$ cat config.mk
export PLATFORM = sky130hd
export DESIGN_NAME = nearest_divisor_log_ratio_flat
export DESIGN_NICKNAME = d
export VERILOG_FILES = /design/src/design/nds_pkg.sv /design/src/design/nds_in_if.sv /design/src/design/nds_out_if.sv /design/src/design/nearest_divisor_log_ratio.sv /design/src/design/nds_divider.sv /design/src/design/nds_ratio_cmp.sv /design/src/flat_wrapper.sv
export SDC_FILE = /design/constraint.sdc
export NUM_CORES = 2
export LEC_CHECK = 0
export ABC_AREA = 1
export BUFFER_PORTS_ARGS = -buffer_cell sky130_fd_sc_hd__buf_2
export CAP_MARGIN = 30
export CORE_MARGIN = 2
export CORE_UTILIZATION = 44
export CTS_BUF_LIST = sky130_fd_sc_hd__clkbuf_8
export CTS_CLUSTER_DIAMETER = 200
export CTS_CLUSTER_SIZE = 28
export DETAILED_ROUTE_END_ITERATION = 10
export GPL_TIMING_DRIVEN = 0
export PLACE_DENSITY_LB_ADDON = 0.08
export SLEW_MARGIN = 20
export SYNTH_ARGS = -nofsm -noshare
export SYNTH_HDL_FRONTEND = slang
export SYNTH_SLANG_ARGS = --single-unit
$ cat constraint.sdc
create_clock -name clk -period 10.3 [get_ports clk]
set_input_delay 1.03 -clock clk [delete_from_list [all_inputs] [get_ports clk]]
set_output_delay 1.03 -clock clk [all_outputs]
set_load 0.02 [all_outputs]
$ cat src/design/nds_pkg.sv
package nds_pkg;

  localparam int DIM_BITS  = 24;
  // Trial divisor i never passes 2^ceil(DIM_BITS/2).
  localparam int IDX_BITS  = (DIM_BITS + 1) / 2 + 1;
  // Running square of i, one step past the loop bound.
  localparam int SQ_BITS   = DIM_BITS + 2;
  localparam int PROD_BITS = 2 * DIM_BITS;
  localparam int CNT_BITS  = $clog2(DIM_BITS + 1);

  typedef logic [DIM_BITS-1:0]  dim_t;
  typedef logic [IDX_BITS-1:0]  idx_t;
  typedef logic [SQ_BITS-1:0]   sq_t;
  typedef logic [PROD_BITS-1:0] prod_t;
  typedef logic [CNT_BITS-1:0]  cnt_t;

  typedef enum logic [3:0] {
    ST_IDLE,
    ST_CHECK,
    ST_DIV,
    ST_WAIT_DIV,
    ST_CMP_I,
    ST_WAIT_I,
    ST_CMP_Q,
    ST_WAIT_Q,
    ST_FINISH
  } seq_state_t;

  typedef enum logic [1:0] {
    CMP_IDLE,
    CMP_LHS,
    CMP_RHS,
    CMP_DONE
  } cmp_phase_t;

  typedef struct packed {
    logic start;
    dim_t dividend;
    idx_t divisor;
  } div_req_t;

  typedef struct packed {
    logic done;
    dim_t quot;
    logic rem_zero;
  } div_rsp_t;

  typedef struct packed {
    logic start;
    dim_t cand;
    dim_t best;
    dim_t target;
  } cmp_req_t;

  typedef struct packed {
    logic done;
    logic closer;
  } cmp_rsp_t;

endpackage

$ cat src/design/nds_in_if.sv
interface nds_in_if;
  logic                 valid;
  logic                 ready;
  logic [nds_pkg::DIM_BITS-1:0] dim_size;
  logic [nds_pkg::DIM_BITS-1:0] target_size;

  modport source(output valid, output dim_size, output target_size, input ready);
  modport sink(input valid, input dim_size, input target_size, output ready);
endinterface

$ cat src/design/nds_out_if.sv
interface nds_out_if;
  logic                 valid;
  logic                 ready;
  logic [nds_pkg::DIM_BITS-1:0] best_factor;

  modport source(output valid, output best_factor, input ready);
  modport sink(input valid, input best_factor, output ready);
endinterface

$ cat src/design/nearest_divisor_log_ratio.sv
// Nearest divisor by ratio: for each transfer of (dim_size, target_size) the block
// returns the divisor of dim_size whose ratio max/min against target_size is
// smallest, dim_size itself tried first, then i and dim_size/i for every i with
// i*i <= dim_size; the earliest candidate wins a tie. An item's run time is set by
// the serial restoring divider, one quotient bit a cycle, and by the ratio compare,
// which forms its two cross products on one multiplier. in_chan.ready is high only
// between items; a finished result sits in the output register, so the next item
// can be taken while the result still waits.
module nearest_divisor_log_ratio (
  input  logic       clk,
  input  logic       rst_n,
  nds_in_if.sink     in_chan,
  nds_out_if.source  out_chan
);

  nds_pkg::seq_state_t state_r;
  nds_pkg::seq_state_t state_nxt;
  nds_pkg::dim_t       size_r;
  nds_pkg::dim_t       target_r;
  nds_pkg::dim_t       best_r;
  nds_pkg::idx_t       i_r;
  nds_pkg::sq_t        isq_r;
  logic                out_valid_r;
  nds_pkg::dim_t       out_best_r;
  nds_pkg::div_req_t   div_req;
  nds_pkg::div_rsp_t   div_rsp;
  nds_pkg::cmp_req_t   cmp_req;
  nds_pkg::cmp_rsp_t   cmp_rsp;
  logic                load_in;
  logic                load_out;
  logic                advance;
  logic                take_i;
  logic                take_q;

  nds_divider u_divider (
    .clk   (clk),
    .rst_n (rst_n),
    .req   (div_req),
    .rsp   (div_rsp)
  );

  nds_ratio_cmp u_ratio_cmp (
    .clk   (clk),
    .rst_n (rst_n),
    .req   (cmp_req),
    .rsp   (cmp_rsp)
  );

  always_comb begin
    state_nxt = state_r;
    unique case (state_r)
      nds_pkg::ST_IDLE: begin
        if (in_chan.valid) state_nxt = nds_pkg::ST_CHECK;
      end
      nds_pkg::ST_CHECK: begin
        state_nxt = (isq_r <= nds_pkg::SQ_BITS'(size_r)) ? nds_pkg::ST_DIV
                                                         : nds_pkg::ST_FINISH;
      end
      nds_pkg::ST_DIV: state_nxt = nds_pkg::ST_WAIT_DIV;
      nds_pkg::ST_WAIT_DIV: begin
        if (div_rsp.done) begin
          state_nxt = div_rsp.rem_zero ? nds_pkg::ST_CMP_I : nds_pkg::ST_CHECK;
        end
      end
      nds_pkg::ST_CMP_I: state_nxt = nds_pkg::ST_WAIT_I;
      nds_pkg::ST_WAIT_I: begin
        if (cmp_rsp.done) state_nxt = nds_pkg::ST_CMP_Q;
      end
      nds_pkg::ST_CMP_Q: state_nxt = nds_pkg::ST_WAIT_Q;
      nds_pkg::ST_WAIT_Q: begin
        if (cmp_rsp.done) state_nxt = nds_pkg::ST_CHECK;
      end
      nds_pkg::ST_FINISH: begin
        if (!out_valid_r || out_chan.ready) state_nxt = nds_pkg::ST_IDLE;
      end
      default: state_nxt = nds_pkg::ST_IDLE;
    endcase
  end

  always_comb begin
    in_chan.ready    = (state_r == nds_pkg::ST_IDLE);
    load_in          = in_chan.ready && in_chan.valid;
    load_out         = (state_r == nds_pkg::ST_FINISH) && (!out_valid_r || out_chan.ready);
    advance          = ((state_r == nds_pkg::ST_WAIT_DIV) && div_rsp.done && !div_rsp.rem_zero)
                    || ((state_r == nds_pkg::ST_WAIT_Q) && cmp_rsp.done);
    take_i           = (state_r == nds_pkg::ST_WAIT_I) && cmp_rsp.done && cmp_rsp.closer;
    take_q           = (state_r == nds_pkg::ST_WAIT_Q) && cmp_rsp.done && cmp_rsp.closer;
    div_req.start    = (state_r == nds_pkg::ST_DIV);
    div_req.dividend = size_r;
    div_req.divisor  = i_r;
    cmp_req.start    = (state_r == nds_pkg::ST_CMP_I) || (state_r == nds_pkg::ST_CMP_Q);
    cmp_req.cand     = (state_r == nds_pkg::ST_CMP_I) ? nds_pkg::DIM_BITS'(i_r) : div_rsp.quot;
    cmp_req.best     = best_r;
    cmp_req.target   = target_r;
  end

  always_ff @(posedge clk) begin
    if (!rst_n) begin
      state_r     <= nds_pkg::ST_IDLE;
      out_valid_r <= 1'b0;
    end else begin
      state_r <= state_nxt;
      if (load_out) begin
        out_valid_r <= 1'b1;
      end else if (out_chan.ready) begin
        out_valid_r <= 1'b0;
      end
    end
  end

  always_ff @(posedge clk) begin
    if (load_in) begin
      size_r   <= in_chan.dim_size;
      target_r <= in_chan.target_size;
      best_r   <= in_chan.dim_size;
      i_r      <= nds_pkg::IDX_BITS'(1);
      isq_r    <= nds_pkg::SQ_BITS'(1);
    end else begin
      // Step to i+1; (i+1)^2 = i^2 + 2i + 1.
      if (advance) begin
        i_r   <= i_r + nds_pkg::IDX_BITS'(1);
        isq_r <= isq_r + nds_pkg::SQ_BITS'({i_r, 1'b1});
      end
      if (take_i) begin
        best_r <= nds_pkg::DIM_BITS'(i_r);
      end else if (take_q) begin
        best_r <= div_rsp.quot;
      end
    end
    if (load_out) out_best_r <= best_r;
  end

  assign out_chan.valid       = out_valid_r;
  assign out_chan.best_factor = out_best_r;

endmodule

$ cat src/design/nds_divider.sv
module nds_divider (
  input  logic              clk,
  input  logic              rst_n,
  input  nds_pkg::div_req_t req,
  output nds_pkg::div_rsp_t rsp
);

  logic                       busy_r;
  logic                       done_r;
  nds_pkg::cnt_t              cnt_r;
  nds_pkg::dim_t              dvd_r;
  nds_pkg::dim_t              quo_r;
  nds_pkg::idx_t              rem_r;
  nds_pkg::idx_t              dvs_r;
  logic [nds_pkg::IDX_BITS:0] shifted;
  logic [nds_pkg::IDX_BITS:0] diff;
  logic                       ge;
  nds_pkg::idx_t              rem_nxt;

  // One restoring step: bring down the next dividend bit, subtract if it fits.
  always_comb begin
    shifted = {rem_r, dvd_r[nds_pkg::DIM_BITS-1]};
    diff    = shifted - {1'b0, dvs_r};
    ge      = shifted >= {1'b0, dvs_r};
    rem_nxt = ge ? diff[nds_pkg::IDX_BITS-1:0] : shifted[nds_pkg::IDX_BITS-1:0];
  end

  always_ff @(posedge clk) begin
    if (!rst_n) begin
      busy_r <= 1'b0;
      done_r <= 1'b0;
      cnt_r  <= '0;
    end else if (req.start) begin
      busy_r <= 1'b1;
      done_r <= 1'b0;
      cnt_r  <= nds_pkg::CNT_BITS'(nds_pkg::DIM_BITS);
    end else if (busy_r) begin
      cnt_r <= cnt_r - nds_pkg::CNT_BITS'(1);
      if (cnt_r == nds_pkg::CNT_BITS'(1)) begin
        busy_r <= 1'b0;
        done_r <= 1'b1;
      end
    end else begin
      done_r <= 1'b0;
    end
  end

  always_ff @(posedge clk) begin
    if (req.start) begin
      dvd_r <= req.dividend;
      dvs_r <= req.divisor;
      rem_r <= '0;
      quo_r <= '0;
    end else if (busy_r) begin
      dvd_r <= {dvd_r[nds_pkg::DIM_BITS-2:0], 1'b0};
      rem_r <= rem_nxt;
      quo_r <= {quo_r[nds_pkg::DIM_BITS-2:0], ge};
    end
  end

  assign rsp.done     = done_r;
  assign rsp.quot     = quo_r;
  assign rsp.rem_zero = (rem_r == '0);

endmodule

$ cat src/design/nds_ratio_cmp.sv
module nds_ratio_cmp (
  input  logic              clk,
  input  logic              rst_n,
  input  nds_pkg::cmp_req_t req,
  output nds_pkg::cmp_rsp_t rsp
);

  nds_pkg::cmp_phase_t phase_r;
  nds_pkg::cmp_phase_t phase_nxt;
  nds_pkg::dim_t       amax_r;
  nds_pkg::dim_t       amin_r;
  nds_pkg::dim_t       bmax_r;
  nds_pkg::dim_t       bmin_r;
  nds_pkg::prod_t      lhs_r;
  nds_pkg::prod_t      rhs_r;
  nds_pkg::dim_t       op_a;
  nds_pkg::dim_t       op_b;
  nds_pkg::prod_t      prod;

  always_comb begin
    phase_nxt = phase_r;
    unique case (phase_r)
      nds_pkg::CMP_IDLE: if (req.start) phase_nxt = nds_pkg::CMP_LHS;
      nds_pkg::CMP_LHS:  phase_nxt = nds_pkg::CMP_RHS;
      nds_pkg::CMP_RHS:  phase_nxt = nds_pkg::CMP_DONE;
      nds_pkg::CMP_DONE: phase_nxt = nds_pkg::CMP_IDLE;
      default:           phase_nxt = nds_pkg::CMP_IDLE;
    endcase
  end

  // Shared multiplier: max(a,t)*min(b,t) first, then max(b,t)*min(a,t).
  always_comb begin
    op_a       = (phase_r == nds_pkg::CMP_LHS) ? amax_r : bmax_r;
    op_b       = (phase_r == nds_pkg::CMP_LHS) ? bmin_r : amin_r;
    prod       = nds_pkg::PROD_BITS'(op_a) * nds_pkg::PROD_BITS'(op_b);
    rsp.done   = (phase_r == nds_pkg::CMP_DONE);
    rsp.closer = (lhs_r < rhs_r);
  end

  always_ff @(posedge clk) begin
    if (!rst_n) begin
      phase_r <= nds_pkg::CMP_IDLE;
    end else begin
      phase_r <= phase_nxt;
    end
  end

  always_ff @(posedge clk) begin
    if (phase_r == nds_pkg::CMP_IDLE && req.start) begin
      amax_r <= (req.cand > req.target) ? req.cand   : req.target;
      amin_r <= (req.cand > req.target) ? req.target : req.cand;
      bmax_r <= (req.best > req.target) ? req.best   : req.target;
      bmin_r <= (req.best > req.target) ? req.target : req.best;
    end
    if (phase_r == nds_pkg::CMP_LHS) lhs_r <= prod;
    if (phase_r == nds_pkg::CMP_RHS) rhs_r <= prod;
  end

endmodule

$ cat src/flat_wrapper.sv
// flat-port wrapper written by rule: the top's interface ports become plain ports
module nearest_divisor_log_ratio_flat 
  (clk, rst_n, in_chan_valid, in_chan_dim_size, in_chan_target_size, in_chan_ready, out_chan_valid, out_chan_best_factor, out_chan_ready);
  nds_in_if in_chan_i ();
  nds_out_if out_chan_i ();
  input  logic clk;
  input  logic rst_n;
  input wire logic [$bits(in_chan_i.valid)-1:0] in_chan_valid;
  input wire logic [$bits(in_chan_i.dim_size)-1:0] in_chan_dim_size;
  input wire logic [$bits(in_chan_i.target_size)-1:0] in_chan_target_size;
  output wire logic [$bits(in_chan_i.ready)-1:0] in_chan_ready;
  output wire logic [$bits(out_chan_i.valid)-1:0] out_chan_valid;
  output wire logic [$bits(out_chan_i.best_factor)-1:0] out_chan_best_factor;
  input wire logic [$bits(out_chan_i.ready)-1:0] out_chan_ready;
  assign in_chan_i.valid = in_chan_valid;
  assign in_chan_i.dim_size = in_chan_dim_size;
  assign in_chan_i.target_size = in_chan_target_size;
  assign in_chan_ready = in_chan_i.ready;
  assign out_chan_valid = out_chan_i.valid;
  assign out_chan_best_factor = out_chan_i.best_factor;
  assign out_chan_i.ready = out_chan_ready;
  nearest_divisor_log_ratio u_core (.clk(clk), .rst_n(rst_n), .in_chan(in_chan_i), .out_chan(out_chan_i));
endmodule
# == After elaboration in Yosys (flattened, before gate mapping) ==
# Index checks and enable logic that the tools add are counted.
# totals
inputBits,52
register_bits,415
output_inout_bits,26
# classes
reduce_logical,23
n_eq_ne,18
muxes,30
n_bitwise,2
multipliers,1
add_sub_neg,4
magnitude_cmp,5
# ops
op,count
2-to-1 mux 24 bit,12
greater-than comparator 24 bit,2
less-than comparator 48 bit,1
multiplier 24 x 24 -> 48 bit,1
one-hot mux 4 bit (9 select lines),1
adder 26 x 14 -> 26 bit,1
<= comparator 26 x 24 -> 1 bit,1
2-to-1 mux 4 bit,6
"equality test 4 x 3 -> 1 bit, second input constant",4
>= comparator 14 x 13 -> 1 bit,1
"adder 13 x 1 -> 13 bit, second input constant",1
logical NOT 13 bit,1
2-to-1 mux 13 bit,1
subtractor 13 bit,1
2-to-1 mux 5 bit,2
logical AND 1 bit,9
"equality test 4 x 2 -> 1 bit, second input constant",2
"!= test 2 bit, second input constant",4
one-hot mux 2 bit (4 select lines),1
"equality test 5 x 1 -> 1 bit, second input constant",1
2-to-1 mux 1 bit,5
AND reduction 5 bit,1
"subtractor 5 x 1 -> 5 bit, second input constant",1
"equality test 2 bit, second input constant",2
other kinds (15),21

# == Longest topological paths before layout ==
# logic_depth
word_depth,6
mapped_depth,36

# == Cells and area by module ==
# Synthesis repeated with hierarchy kept, for this count alone.
# unflattened
cells_unflattened,4970
area_unflattened_um2,41050.6
# modules_own_cells
mod,seq_area_each_um2,cells_each,n_inst,area_each_um2
nds_ratio_cmp,5805.6,3668,1,29965.0
nearest_divisor_log_ratio,3763.6,780,1,7021.7
nds_divider,1991.9,522,1,4063.9

# == Least setup slack after synthesis ==
# No wires, ideal clock.
# synth_timing
path_kind,reg-to-reg
from,register u_core.u_ratio_cmp.phase_r[1]
to,register u_core.u_ratio_cmp.lhs_r[39] (data pin)
required_time_ns,10.036
path_stages_with_launch,30
setup_slack_ns,2.163
t_arrival_ns,7.873
period_less_slack_ns,8.137
cell_sequence,dfxtp_1 inv_1 ha_1 buf_2 buf_2 buf_2 nand2_1 o21ai_2 buf_2 nand2_1 fa_1 inv_1 fa_1 inv_1 fa_1 fa_1 inv_1 fa_1 fa_1 inv_1 fa_1 inv_1 ha_1 a21o_1 a31oi_1 a21boi_0 nand3_1 nand2_1 nand2_1 xor2_1
# synth_via
elab_chain_len,3
# synth_lines
element,line_no,rtl
from (decl),nds_ratio_cmp.sv:8,nds_pkg::cmp_phase_t phase_r;
from (signal assigned),nds_ratio_cmp.sv:42,phase_r <= nds_pkg::CMP_IDLE;
from (signal assigned),nds_ratio_cmp.sv:44,phase_r <= phase_nxt;
equality test 2 x 1 -> 1 bit *,"nds_ratio_cmp.sv:33, nds_ratio_cmp.sv:34",
"2-to-1 mux 24 bit, on equally long branches","nds_ratio_cmp.sv:33, nds_ratio_cmp.sv:34",
multiplier 24 x 24 -> 48 bit *,nds_ratio_cmp.sv:35,prod = nds_pkg::PROD_BITS'(op_a) * nds_pkg::PROD_BITS'(op_b);
net u_core.u_ratio_cmp.prod[39],nds_ratio_cmp.sv:18,nds_pkg::prod_t prod;
to (signal assigned),nds_ratio_cmp.sv:55,if (phase_r == nds_pkg::CMP_LHS) lhs_r <= prod;
to (decl),nds_ratio_cmp.sv:14,nds_pkg::prod_t lhs_r;
# Mark *: on every way through the listed nets, which the timed path passes. The rest lies on a longest branch.
# A chain may end at the register's enable or synchronous reset.

# == Final worst setup path ==
# layout_timing
from,register u_core.u_ratio_cmp.phase_r[1]
to,register u_core.u_ratio_cmp.rhs_r[46] (data pin)
# layout_via
elab_chain_len,3
# layout_lines
element,line_no,rtl
equality test 2 x 1 -> 1 bit *,"nds_ratio_cmp.sv:33, nds_ratio_cmp.sv:34",
"2-to-1 mux 24 bit, on equally long branches","nds_ratio_cmp.sv:33, nds_ratio_cmp.sv:34",
multiplier 24 x 24 -> 48 bit *,nds_ratio_cmp.sv:35,
net u_core.u_ratio_cmp.prod[46],nds_ratio_cmp.sv:18,
to (signal assigned),nds_ratio_cmp.sv:56,if (phase_r == nds_pkg::CMP_RHS) rhs_r <= prod;
to (decl),nds_ratio_cmp.sv:15,nds_pkg::prod_t rhs_r;
# Marked as above.

==> flow_summary.ini <==
[floorplanning]
die_y_microns = 306
fp.dieW_microns = 306
start_util_pct = 44.5
die-area_sq_mm = 0.0936
num_io_pins = 78
core_sq_mm = 0.0901
rows = 110

[clock_tree]
cts_sinks = 415
clock_latency_ns = 0.72
numCtsBuffers = 18
postCtsSetupRepairBufs = 0
cts_buffer_depth = 3
htree_levels = 1
cts_tree = yes
cts_hold_buf = 0
cts_resized = 0
cts-root-buf = clkbuf_8
clkTransAtPathRegs_ns = 0.18

[sta]
layout_setup_ws_ns = 0.930
fin_setup_tns_ns = 0
timing.hold.ws_ns = 0.418
skew_ns = 0.104
period_share_pct = 91.0
rsz0062_at_grt = false
period_needed_ns = 9.37
setup_violations = 0
finalHoldViolations = 0
worst_pin_slew_ns = 1.09
fmax_mhz = 107
drv_slew = 0
relSlewSlack_pct = 27.0

[yosys]
synth_edf_count = 325
synthXorXnorAreaFrac_pct = 1.49
synth_top_family_by_area = adder cells
synthSimpleGateAreaFrac_pct = 17.4
syn_inst = 4628
yosysUniqueCellTypes = 51
syn_area_per_cell_sq_um = 8.66
ys_ff_latch = 415
yosysSeqAreaShare_pct = 28.8
synthAdderAreaFrac_pct = 34.3
synthArstFlopShare_pct = 0
synth_mux_area_share_pct = 0
yosysWarnings = 0
syn-cell-area_sq_mm = 0.0401
synth-compound-area-share_pct = 6.78
ys.flop_type = edfxtp_1
synth_nets = 5490

[grt]
gr-usage-all-layers_pct = 27.5
overflow = 0
grt_max_degree = 58
first_global_vias = 31301
grt_pass1_wl_microns = 192000
grt_antenna_before_repair = 3

[worst_setup_path]
reg2reg_depth = 29
crit_fanout = 13
end_kind = register
reg2reg_from = u_core.u_ratio_cmp.phase_r[1]$_SDFFE_PN0P_
max_stage_delay_ns = 0.74
setup.worst_path.start_class = register
r2r-end = u_core.u_ratio_cmp.rhs_r[46]$_DFFE_PP_
critPathSlowestCell = clkbuf_1
required_ns = 10.69
crit_start = u_core.u_ratio_cmp.phase_r[1]$_SDFFE_PN0P_
worstPathArrival_ns = 9.76
critical_path.endpoint = u_core.u_ratio_cmp.rhs_r[46]$_DFFE_PP_
path_class = reg2reg
ff2ff_setup_slack_ns = 0.93

[detailed_routing]
drc = 0
wl_per_cell_microns = 21.5
vias = 31060
ant_nets = 0
drtPass1Iterations = 6
drt_wl_total_microns = 128000
drt_iter0_drc = 2228
via_per_inst = 5.23

[final_layout]
drive_gt1_share_pct = 6.07
nets = 5612
fillers = 8906
area.growth.synth_to_final_pct = 6.40

[place]
place.gp.congestion = 1.03
place_ws_ns = 1.04
io_buffers = 77
hpwl_microns = 105000

[worst_hold_path]
hold_path.class = reg2reg
holdPathStages = 2

[outcome]
status = complete, no violations

[run]
max_cap_violations = 0
layout make-up:
class	count	area, sq um	area share, %
diodes	4	10.0	0.0235
multi-input cells	3069	24100	56.6
plain buffers	146	711	1.67
clock inverters	13	62.6	0.147
well taps	1176	1470	3.45
flip-flops and latches	415	11600	27.1
repair buffers	102	712	1.67
inverters	998	3750	8.78
clock buffers	19	262	0.613
worst max-delay path, delay by kind of cell (launching register included):
family	cells	cell delay, ns
fa+ha+maj	9	4.50
buf+inv	10	2.16
flops	1	0.46
simple gates	5	0.54
compound gates	5	1.42
cell usage in the layout (no fill, tap or decap), types with 33 or more instances in the layout:
| cell type | count |
|---|---|
| o21ai_0 | 115 |
| xor2_1 | 49 |
| nand3_1 | 171 |
| ha_1 | 324 |
| clkbuf_1 | 56 |
| nand2_1 | 972 |
| nor2_1 | 476 |
| o21ai_2 | 33 |
| dfxtp_1 | 90 |
| a21oi_1 | 158 |
| o21ai_1 | 47 |
| buf_2 | 147 |
| fa_1 | 484 |
| inv_1 | 990 |
| edfxtp_1 | 325 |
logic make-up (layout without fill, tap and decap cells):
group / after synthesis / count (layout)
and+or+nand+nor: 1725 / 1725
AOI/OAI and AO/OA: 466 / 466
adders and majority gates: 810 / 810
DFF: 415 / 415
other: 0 / 4
buffers and inverters: 1144 / 1278
xor gates and xnor gates: 68 / 68
synthesized netlist by cell type (8+ instances only):
library cell / n / area [sq um]
clkinv_1: 10 / 37.5
a21o_1: 20 / 150
fa_1: 484 / 9690
nor3_1: 26 / 130
a22oi_1: 23 / 173
xor2_1: 49 / 429
edfxtp_1: 325 / 9760
clkbuf_1: 56 / 210
o21ai_2: 31 / 272
inv_2: 9 / 33.8
dfxtp_1: 90 / 1800
nand2_1: 972 / 3650
o21ai_0: 123 / 616
ha_1: 326 / 4080
buf_4: 12 / 90.1
inv_1: 979 / 3670
nor2_2: 10 / 62.6
xnor2_1: 19 / 166
o21ai_1: 41 / 205
nand4_1: 31 / 194
a21oi_1: 158 / 791
nand3_1: 171 / 856
buf_2: 67 / 335
nor2_1: 478 / 1790
o21bai_1: 18 / 135
nand2_2: 8 / 50.1
o211ai_1: 10 / 75.1
a31oi_1: 19 / 119
worst min path at each step:
stage                                           start                                      to  slack [ns]
2_1_floorplan  u_core.u_divider.quo_r[0]$_SDFFE_PP0P_  u_core.u_divider.quo_r[1]$_SDFFE_PP0P_        0.43
3_3_place_gp   u_core.u_divider.quo_r[0]$_SDFFE_PP0P_  u_core.u_divider.quo_r[1]$_SDFFE_PP0P_        0.45
3_5_place_dp   u_core.u_divider.quo_r[0]$_SDFFE_PP0P_  u_core.u_divider.quo_r[1]$_SDFFE_PP0P_        0.45
4_1_cts        u_core.u_divider.quo_r[0]$_SDFFE_PP0P_  u_core.u_divider.quo_r[1]$_SDFFE_PP0P_        0.41
5_1_grt                       in_chan_target_size[13]           u_core.target_r[13]$_DFFE_PP_        0.46
6_report       u_core.u_divider.quo_r[0]$_SDFFE_PP0P_  u_core.u_divider.quo_r[1]$_SDFFE_PP0P_        0.42
routing by layer:
layer  wire, microns  vias up  GRT usage [%]
li1                -    14557              -
met5               0        -              0
met4            6310        0           11.8
met2           60300     1075           46.0
met1           52800    15172           35.5
met3            8200      256           4.35
registers in the layout (all words and copies together) (netlist names), 5 cells and up:
signal	count
u_core.best_r	24
u_core.i_r	13
u_core.isq_r	26
u_core.out_chan.best_factor	24
u_core.size_r	24
u_core.target_r	24
u_core.u_divider.cnt_r	5
u_core.u_divider.dvd_r	24
u_core.u_divider.dvs_r	13
u_core.u_divider.quo_r	24
u_core.u_divider.rem_r	13
u_core.u_ratio_cmp.amax_r	24
u_core.u_ratio_cmp.amin_r	24
u_core.u_ratio_cmp.bmax_r	24
u_core.u_ratio_cmp.bmin_r	24
u_core.u_ratio_cmp.lhs_r	48
u_core.u_ratio_cmp.rhs_r	48
metrics by stage:
stage | instances | area (sq um) | util, %
4_1_cts | 5933 | 42600 | 47.2
6_report | 5942 | 42700 | 47.3
2_1_floorplan | 4628 | 40100 | -
3_5_place_dp | 5901 | 42300 | 46.9
5_1_grt | 5940 | 42700 | 47.3
3_3_place_gp | 5881 | 41900 | 46.5
Power is left out: the tool's default activity adds up to more than one toggle a clock period on the data nets, which glitch-free logic cannot reach.
